$ cat src/rtl/core/fpcv_pkg.sv
// Shared types and constants for the fp8/fp4 element converter.
package fpcv_pkg;

   localparam int unsigned OP_W   = 2;
   localparam int unsigned DATA_W = 32;

   typedef enum logic [OP_W-1:0] {
      OP_F32_TO_E4M3 = 2'd0,
      OP_E4M3_TO_F32 = 2'd1,
      OP_F32_TO_FP4  = 2'd2,
      OP_FP4_TO_F32  = 2'd3
   } op_type;

   // float32 patterns of the magnitudes an fp4 code can take
   localparam logic [31:0] FP4_MAG_BITS [8] = '{
      32'h0000_0000, 32'h3F00_0000, 32'h3F80_0000, 32'h3FC0_0000,
      32'h4000_0000, 32'h4040_0000, 32'h4080_0000, 32'h40C0_0000
   };

   // midpoints between neighboring fp4 magnitudes (0.25 .. 5.0)
   localparam logic [30:0] FP4_MID_BITS [7] = '{
      31'h3E80_0000, 31'h3F40_0000, 31'h3FA0_0000, 31'h3FE0_0000,
      31'h4020_0000, 31'h4060_0000, 31'h40A0_0000
   };

   // fp4 magnitudes in units of one half
   localparam logic [3:0] FP4_MAG_HALVES [8] = '{
      4'd0, 4'd1, 4'd2, 4'd3, 4'd4, 4'd6, 4'd8, 4'd12
   };

   localparam logic [30:0] E4M3_MAX_BITS = 31'h43E0_0000;  // 448.0

endpackage

$ cat src/rtl/core/fpcv_if.sv
// Valid/ready channel interfaces for the converter's request and response.
interface fpcv_req_if
   import fpcv_pkg::*;
();
   logic              valid;
   logic              ready;
   op_type            operation;
   logic [DATA_W-1:0] operand_bits;

   modport source (output valid, operation, operand_bits, input ready);
   modport sink   (input valid, operation, operand_bits, output ready);
endinterface

interface fpcv_rsp_if
   import fpcv_pkg::*;
();
   logic              valid;
   logic              ready;
   logic [DATA_W-1:0] result_bits;

   modport source (output valid, result_bits, input ready);
   modport sink   (input valid, result_bits, output ready);
endinterface

$ cat src/rtl/core/fp8_fp4_element_converter.sv
// Top level: float32 <-> e4m3 / e2m1 element converter, two-register pipeline.
//
//  channel | dir | beat contents
//  --------+-----+-------------------------------------------
//  req     | in  | operation (2b), operand_bits (32b)
//  rsp     | out | result_bits (32b)
//
// One beat per cycle sustained while rsp is ready. A request beat is held in the
// input register, the conversion runs in one combinational pass, and the result
// lands in the output register.
// Reset (synchronous, high) clears both valid flags only.
// A stalled rsp holds the output register; the input register keeps taking
// beats while the output register drains, so a stall backs up one slot at
// a time.
module fp8_fp4_element_converter
   import fpcv_pkg::*;
(
   input logic         clock,
   input logic         reset,
   fpcv_req_if.sink    req,
   fpcv_rsp_if.source  rsp
);

   // ---------------------------------------------------------------
   // pipeline registers
   // ---------------------------------------------------------------
   logic              in_valid_ff, in_valid_in;
   op_type            in_op_ff;
   logic [DATA_W-1:0] in_bits_ff;
   logic              out_valid_ff, out_valid_in;
   logic [DATA_W-1:0] out_bits_ff, out_bits_in;

   logic out_adv;   // output register takes a new beat
   logic in_adv;    // input register takes a new beat

   assign out_adv   = !out_valid_ff || rsp.ready;
   assign in_adv    = !in_valid_ff || out_adv;
   assign req.ready = in_adv;

   assign in_valid_in  = in_adv ? req.valid : in_valid_ff;
   assign out_valid_in = out_adv ? in_valid_ff : out_valid_ff;

   always_ff @(posedge clock) begin
      if (reset) begin
         in_valid_ff  <= 1'b0;
         out_valid_ff <= 1'b0;
      end else begin
         in_valid_ff  <= in_valid_in;
         out_valid_ff <= out_valid_in;
      end
   end

   always_ff @(posedge clock) begin
      if (in_adv) begin
         in_op_ff   <= req.operation;
         in_bits_ff <= req.operand_bits;
      end
      if (out_adv) begin
         out_bits_ff <= out_bits_in;
      end
   end

   assign rsp.valid       = out_valid_ff;
   assign rsp.result_bits = out_bits_ff;

   // ---------------------------------------------------------------
   // float32 -> e4m3
   // ---------------------------------------------------------------
   function automatic logic [7:0] to_e4m3(logic [31:0] x);
      logic [30:0] mag;
      logic [7:0]  expf;
      logic [22:0] frac;
      logic [22:0] norm;
      logic [3:0]  ebits;
      logic [4:0]  rnd;
      logic [3:0]  mant;
      logic [2:0]  cap;
      mag  = x[30:0];
      norm = '0;
      if (mag > E4M3_MAX_BITS) mag = E4M3_MAX_BITS;
      expf = mag[30:23];
      frac = mag[22:0];
      // subnormal input: shift the leading one out, keep what follows
      for (int i = 0; i < 23; i++) begin
         if (frac[i]) norm = 23'(frac << (23 - i));
      end
      if (expf == 8'd0) begin
         frac  = norm;
         ebits = 4'd0;
      end else if (expf < 8'd120) begin
         ebits = 4'd0;            // exponent floor of -7
      end else begin
         ebits = 4'(expf - 8'd120);
      end
      rnd  = {1'b0, frac[22:19]} + 5'd1;
      mant = rnd[4:1];
      cap  = (ebits == 4'd15) ? 3'd6 : 3'd7;
      if (mant > {1'b0, cap}) mant = {1'b0, cap};
      if (x[30:0] == 31'd0 || x[30:23] == 8'hFF) return 8'h00;
      return {x[31], ebits, mant[2:0]};
   endfunction

   // ---------------------------------------------------------------
   // e4m3 -> float32
   // ---------------------------------------------------------------
   function automatic logic [31:0] from_e4m3(logic [7:0] b);
      logic [7:0] ef;
      ef = {4'd0, b[6:3]} + 8'd120;
      if (b == 8'h00) return 32'd0;
      return {b[7], ef, b[2:0], 20'd0};
   endfunction

   // ---------------------------------------------------------------
   // rounded (ax - m) for ax >= 2^23, in halves of ax's ulp.
   // man: significand with hidden one, k: ulp exponent, h: m in halves.
   // ---------------------------------------------------------------
   function automatic logic [25:0] diff_halves(logic [23:0] man, logic [6:0] k,
                                               logic [3:0] h);
      logic [6:0]  hs;
      logic [7:0]  q16f;
      logic        s;
      logic [27:0] b;
      logic        up;
      logic [24:0] r;
      hs = {h, 3'b000};
      if (k >= 7'd7) begin
         q16f = 8'd0;
         s    = (h != 4'd0);
      end else begin
         q16f = {1'b0, 7'(hs >> k[2:0])};
         s    = (7'(q16f[6:0] << k[2:0]) != hs);
      end
      b = {man, 4'b0000} - {20'd0, q16f} - {27'd0, s};
      if (man == 24'h80_0000 && h != 4'd0) begin
         // drops into the binade below: half-ulp resolution
         up = b[2] && (b[1] || b[0] || s || b[3]);
         r  = b[27:3] + 25'(up);
         return {1'b0, r};
      end
      up = b[3] && (b[2] || b[1] || b[0] || s || b[4]);
      r  = {1'b0, b[27:4]} + 25'(up);
      return {r, 1'b0};
   endfunction

   // ---------------------------------------------------------------
   // float32 -> fp4: lower magnitude wins on equal rounded error
   // ---------------------------------------------------------------
   function automatic logic [3:0] to_fp4(logic [31:0] x);
      logic [30:0] ax;
      logic [7:0]  expf;
      logic        is_nan;
      logic        neg;
      logic [2:0]  idx;
      logic [25:0] err [8];
      ax     = x[30:0];
      expf   = ax[30:23];
      is_nan = (expf == 8'hFF) && (ax[22:0] != 23'd0);
      neg    = x[31] && (ax != 31'd0) && !is_nan;
      idx    = 3'd7;
      for (int i = 0; i < 8; i++) begin
         err[i] = diff_halves({1'b1, ax[22:0]}, 7'(expf - 8'd150), FP4_MAG_HALVES[i]);
      end
      if (expf == 8'hFF) begin
         idx = 3'd0;
      end else if (expf >= 8'd150) begin
         for (int i = 6; i >= 0; i--) begin
            if (err[i] == err[7]) idx = 3'(i);
         end
      end else begin
         for (int i = 6; i >= 0; i--) begin
            if (ax <= FP4_MID_BITS[i]) idx = 3'(i);
         end
      end
      return {neg, idx};
   endfunction

   // ---------------------------------------------------------------
   // conversion between the registers
   // ---------------------------------------------------------------
   always_comb begin
      unique case (in_op_ff)
         OP_F32_TO_E4M3: out_bits_in = {24'd0, to_e4m3(in_bits_ff)};
         OP_E4M3_TO_F32: out_bits_in = from_e4m3(in_bits_ff[7:0]);
         OP_F32_TO_FP4:  out_bits_in = {28'd0, to_fp4(in_bits_ff)};
         OP_FP4_TO_F32:  out_bits_in = {in_bits_ff[3], FP4_MAG_BITS[in_bits_ff[2:0]][30:0]};
         default:        out_bits_in = '0;
      endcase
   end

`ifndef SYNTHESIS
   a_req_to_stage: assert property (@(posedge clock) disable iff (reset)
      req.valid && req.ready |=> in_valid_ff)
      else $error("accepted request beat not held in input register");

   a_stage_to_rsp: assert property (@(posedge clock) disable iff (reset)
      in_valid_ff && out_adv |=> rsp.valid)
      else $error("input register beat lost on its way to rsp");

   a_fp4_width: assert property (@(posedge clock) disable iff (reset)
      in_valid_ff && in_op_ff == OP_F32_TO_FP4 |-> out_bits_in[31:4] == 28'd0)
      else $error("fp4 result wider than a nibble");

   a_e4m3_width: assert property (@(posedge clock) disable iff (reset)
      in_valid_ff && in_op_ff == OP_F32_TO_E4M3 |-> out_bits_in[31:8] == 24'd0)
      else $error("e4m3 result wider than a byte");
`endif

endmodule

$ cat src/flat_wrapper.sv
// flat-port wrapper written by rule: the top's interface ports become plain ports
module fp8_fp4_element_converter_flat import fpcv_pkg::*;
  (clock, reset, req_valid, req_operation, req_operand_bits, req_ready, rsp_valid, rsp_result_bits, rsp_ready);
  fpcv_req_if req_i ();
  fpcv_rsp_if rsp_i ();
  input logic clock;
  input logic reset;
  input wire logic [$bits(req_i.valid)-1:0] req_valid;
  input wire logic [$bits(req_i.operation)-1:0] req_operation;
  input wire logic [$bits(req_i.operand_bits)-1:0] req_operand_bits;
  output wire logic [$bits(req_i.ready)-1:0] req_ready;
  output wire logic [$bits(rsp_i.valid)-1:0] rsp_valid;
  output wire logic [$bits(rsp_i.result_bits)-1:0] rsp_result_bits;
  input wire logic [$bits(rsp_i.ready)-1:0] rsp_ready;
  assign req_i.valid = req_valid;
  assign req_i.operation = req_operation;
  assign req_i.operand_bits = req_operand_bits;
  assign req_ready = req_i.ready;
  assign rsp_valid = rsp_i.valid;
  assign rsp_result_bits = rsp_i.result_bits;
  assign rsp_i.ready = rsp_ready;
  fp8_fp4_element_converter u_core (.clock(clock), .reset(reset), .req(req_i), .rsp(rsp_i));
endmodule
$ cat config.mk
export PLATFORM = sky130hd
export DESIGN_NAME = fp8_fp4_element_converter_flat
export DESIGN_NICKNAME = d
export VERILOG_FILES = /design/src/rtl/core/fpcv_pkg.sv /design/src/rtl/core/fpcv_if.sv /design/src/rtl/core/fp8_fp4_element_converter.sv /design/src/flat_wrapper.sv
export SDC_FILE = /design/constraint.sdc
export NUM_CORES = 1
export LEC_CHECK = 0
export ABC_AREA = 1
export BUFFER_PORTS_ARGS = -buffer_cell sky130_fd_sc_hd__buf_2
export CAP_MARGIN = 0
export CORE_MARGIN = 4
export CORE_UTILIZATION = 69
export CTS_BUF_LIST = sky130_fd_sc_hd__clkbuf_8
export CTS_CLUSTER_DIAMETER = 30
export DETAILED_ROUTE_END_ITERATION = 12
export PLACE_DENSITY = 0.9
export SETUP_SLACK_MARGIN = 0.02
export SYNTH_ARGS = -nofsm -noshare
export SYNTH_HDL_FRONTEND = slang
export SYNTH_SLANG_ARGS = --single-unit
$ cat constraint.sdc
create_clock -name clock -period 12.5 [get_ports clock]
set_clock_uncertainty 0.05 [all_clocks]
set_input_delay 2.5 -clock clock [delete_from_list [all_inputs] [get_ports clock]]
set_output_delay 2.5 -clock clock [all_outputs]
set_load 0.01 [all_outputs]
==> results.sh <==
export IMPL_intPower_uw=377
export IMPL_drtIter0Drc=1030
export IMPL_synth_xor_area_share_pct=13.7
export IMPL_start_util_pct=70.7
export IMPL_area_growth_pct=4.61
export IMPL_grt_pass1_wl_um=41700
export IMPL_die_x_um=122
export IMPL_drv_cap=0
export IMPL_synthAdderAreaFrac_pct=11.4
export IMPL_insertion_delay_ps=320
export IMPL_vias=9376
export IMPL_synth_edf_count=51
export IMPL_seq_area_frac_synth_pct=17.5
export IMPL_layout_min_cycle_time_ps=6870
export IMPL_antenna_found_initial=0
export IMPL_hp_start="u_core.in_valid_ff"
export IMPL_cts_resized=0
export IMPL_grt_total_usage_pct=34.3
export IMPL_worst_path_buf_inv=6
export IMPL_fmax_mhz=146
export IMPL_timing_rr_start="u_core.in_bits_ff[24]"
export IMPL_htreeDepth=2
export IMPL_clockRootBuffer="clkbuf_8"
export IMPL_leakagePower_uw=0.00451
export IMPL_clkPwrFrac_pct=14.9
export IMPL_numCtsBuffers=5
export IMPL_crit_path_start_kind="flip-flop"
export IMPL_stdcell_count=1602
export IMPL_io_buffers=59
export IMPL_cts_setup_buffers=0
export IMPL_synth_area_mux_share_pct=0
export IMPL_drcViolationCount=0
export IMPL_r2r_slack_ps=5630
export IMPL_outcome="finished clean"
export IMPL_synth_area_sq_um=8960
export IMPL_diodes=0
export IMPL_grt_overflow=0
export IMPL_postCtsHoldBufs=0
export IMPL_end_kind="flip-flop"
export IMPL_wl_per_cell_um=15.7
export IMPL_grt_max_degree=38
export IMPL_hold_viol=0
export IMPL_num_fill_cells=1067
export IMPL_dpl_cell_count=1594
export IMPL_cp_required_ps=12540
export IMPL_clk_pin_slew_ps=110
export IMPL_coreArea_sq_um=12700
export IMPL_drt_first_pass_iters=6
export IMPL_place_hpwl_um=20000
export IMPL_gp_congestion=1.03
export IMPL_hold_class="flip-flop to flip-flop"
export IMPL_crit_family="simple AND/OR/NAND/NOR gates"
export IMPL_synth_compound_area_share_pct=14.2
export IMPL_arrival_ps=6910
export IMPL_rows=41
export IMPL_final_util_pct=74.0
export IMPL_crit_path_start="u_core.in_bits_ff[24]"
export IMPL_antenna_left=0
export IMPL_finalNetCount=1549
export IMPL_slew_headroom_pct=38.1
export IMPL_finalSetupViolCount=0
export IMPL_power_switching_uw=310
export IMPL_synth_flop_cell="edfxtp_1"
export IMPL_synth_cell_types=62
export IMPL_tightest_slew_ps=927
export IMPL_synthCells=1396
export IMPL_synth_simple_area_share_pct=31.1
export IMPL_drive_gt1_share_pct=8.18
export IMPL_ys_warn_count=0
export IMPL_powerDensity_nw_per_um2=73.3
export IMPL_cts_buffer_depth=2
export IMPL_vias_per_cell=5.85
export IMPL_tns_ps=0
export IMPL_critical_path_max_stage_delay_ps=760
export IMPL_final_max_slew_violation_count=0
export IMPL_die_area_sq_um=14900
export IMPL_rsz0062_at_grt="no"
export IMPL_swShare_pct=45.1
export IMPL_fin_crit_sh_pct=54.9
export IMPL_avgSynthCellArea_sq_um=6.42
export IMPL_fin_area_sq_um=9380
export IMPL_wl_um=25200
export IMPL_dieHeight_um=122
export IMPL_combPwrFrac_pct=52.0
export IMPL_pin_count=72
export IMPL_cts_tree="built"
export IMPL_cp_slowest_cell="edfxtp_1"
export IMPL_critPathKind="flip-flop to flip-flop"
export IMPL_peakVddDrop_mv=0.0652
export IMPL_seqPwrFrac_pct=33.1
export IMPL_cts_sinks=53
export IMPL_grt_pass1_vias=8913
export IMPL_path_max_fanout=20
export IMPL_placed_area_sq_um=9280
export IMPL_synth_seq_cells=53
export IMPL_synth_top_family_by_area="simple AND/OR/NAND/NOR gates"
export IMPL_synthArstFlopShare_pct=0
export IMPL_crit_top_cell="nand2_1"
==> worst min-delay path: cells and delay by family (launching register included) <==
| kind | cells | cell delay [ps] |
|---|---|---|
| buf+inv | 1 | 50 |
| flops | 1 | 330 |
| compound gates | 1 | 50 |
==> final cells by class <==
| cell class | instances | area (sq um) | share of cell area (%) |
|---|---|---|---|
| inverter | 221 | 830 | 8.85 |
| multi-input combinational | 1088 | 6360 | 67.9 |
| clock inverter | 3 | 25.0 | 0.267 |
| sequential | 53 | 1570 | 16.8 |
| timing repair buffer | 60 | 303 | 3.23 |
| clock buffer | 5 | 68.8 | 0.734 |
| tap | 172 | 215 | 2.30 |
==> sequential cells by signal (all words and copies together), names as in the netlist <==
register,flops
u_core.in_bits_ff,32
u_core.rsp.result_bits,17
u_core.in_op_ff,2
u_core.in_valid_ff,1
u_core.rsp.valid,1
==> cells in the final DEF (no fill, tap or decap), types with 3 or more instances in the layout <==
cell type	count
conb_1	12
ha_1	82
a211oi_1	5
clkbuf_8	5
nor2_1	152
o22ai_1	6
xor2_1	100
nand4_1	14
nor2_2	5
xnor2_1	30
o21ai_0	94
nand3_1	86
or2_1	3
clkinv_1	4
edfxtp_1	51
o2111ai_1	6
inv_1	206
o31ai_1	4
a21oi_1	53
nor4_1	11
o211ai_1	4
or2_2	3
a31oi_1	6
nor3_1	30
o21ai_2	5
nand2_2	4
buf_2	59
o21a_1	5
inv_2	11
nand2_1	314
o21ai_1	11
==> metrics by stage <==
step,hold WS [ps],total power (uW),worst slack [ps]
finish,415,688,5630
global route,439,739,4920
CTS,418,679,5780
detailed placement,403,578,5770
global placement,398,570,6050
floorplan,375,501,6530
==> per-layer routing <==
layer,vias to the layer above,share of wire (%),track usage (%)
met5,-,0,0
met4,0,4.0,13.7
met3,88,9.4,6.08
met2,506,46,57.3
met1,4180,40,44.0
li1,4602,-,-
==> path summary, 6_finish.rpt <==
kind	cells after the start	to
hold reg to reg	2	u_core.rsp.valid
setup reg to reg	40	u_core.rsp.result_bits[0]
hold / removal	2	u_core.rsp.valid
setup / recovery	40	u_core.rsp.result_bits[0]
==> logic make-up after synthesis <==
logic type	after synthesis
adder cells (fa/ha/maj)	82
flip-flops	53
other	1
AND/OR/NAND/NOR	641
buffers and inverters	266
AO/OA/AOI/OAI	219
XOR/XNOR	134
==> cells in the mapped netlist (3+ instances only) <==
master,instances,area [sq um]
clkinv_1,4,15.0
o211ai_1,4,30.0
edfxtp_1,51,1530
nand2_1,314,1180
o21ai_2,5,43.8
nand2_2,4,25.0
nor4_1,11,68.8
xnor2_1,30,263
buf_2,7,35.0
o22ai_1,6,37.5
a211oi_1,5,37.5
nor3_1,30,150
a21oi_1,53,265
or2_1,3,18.8
buf_4,18,135
o21ai_1,11,55.1
o31ai_1,4,30.0
o21ai_0,94,470
o2111ai_1,6,52.6
nor2_2,5,31.3
nand4_1,14,87.6
ha_1,82,1030
inv_1,206,773
o21a_1,5,37.5
a31oi_1,6,37.5
xor2_1,100,876
or2_2,3,18.8
nand3_1,87,435
clkbuf_1,18,67.6
inv_2,11,41.3
nor2_1,152,571
==> power by group through the flow <==
stage / registers, uW / clock network (uW) / logic, uW
after global routing: 229 / 109 / 401
after global placement: 230 / 0 / 339
after CTS: 226 / 103 / 350
final: 228 / 103 / 358
after floorplan: 221 / 0 / 280
after detailed placement: 230 / 0 / 348
No activity file was read; power rests on OpenSTA's default activity.
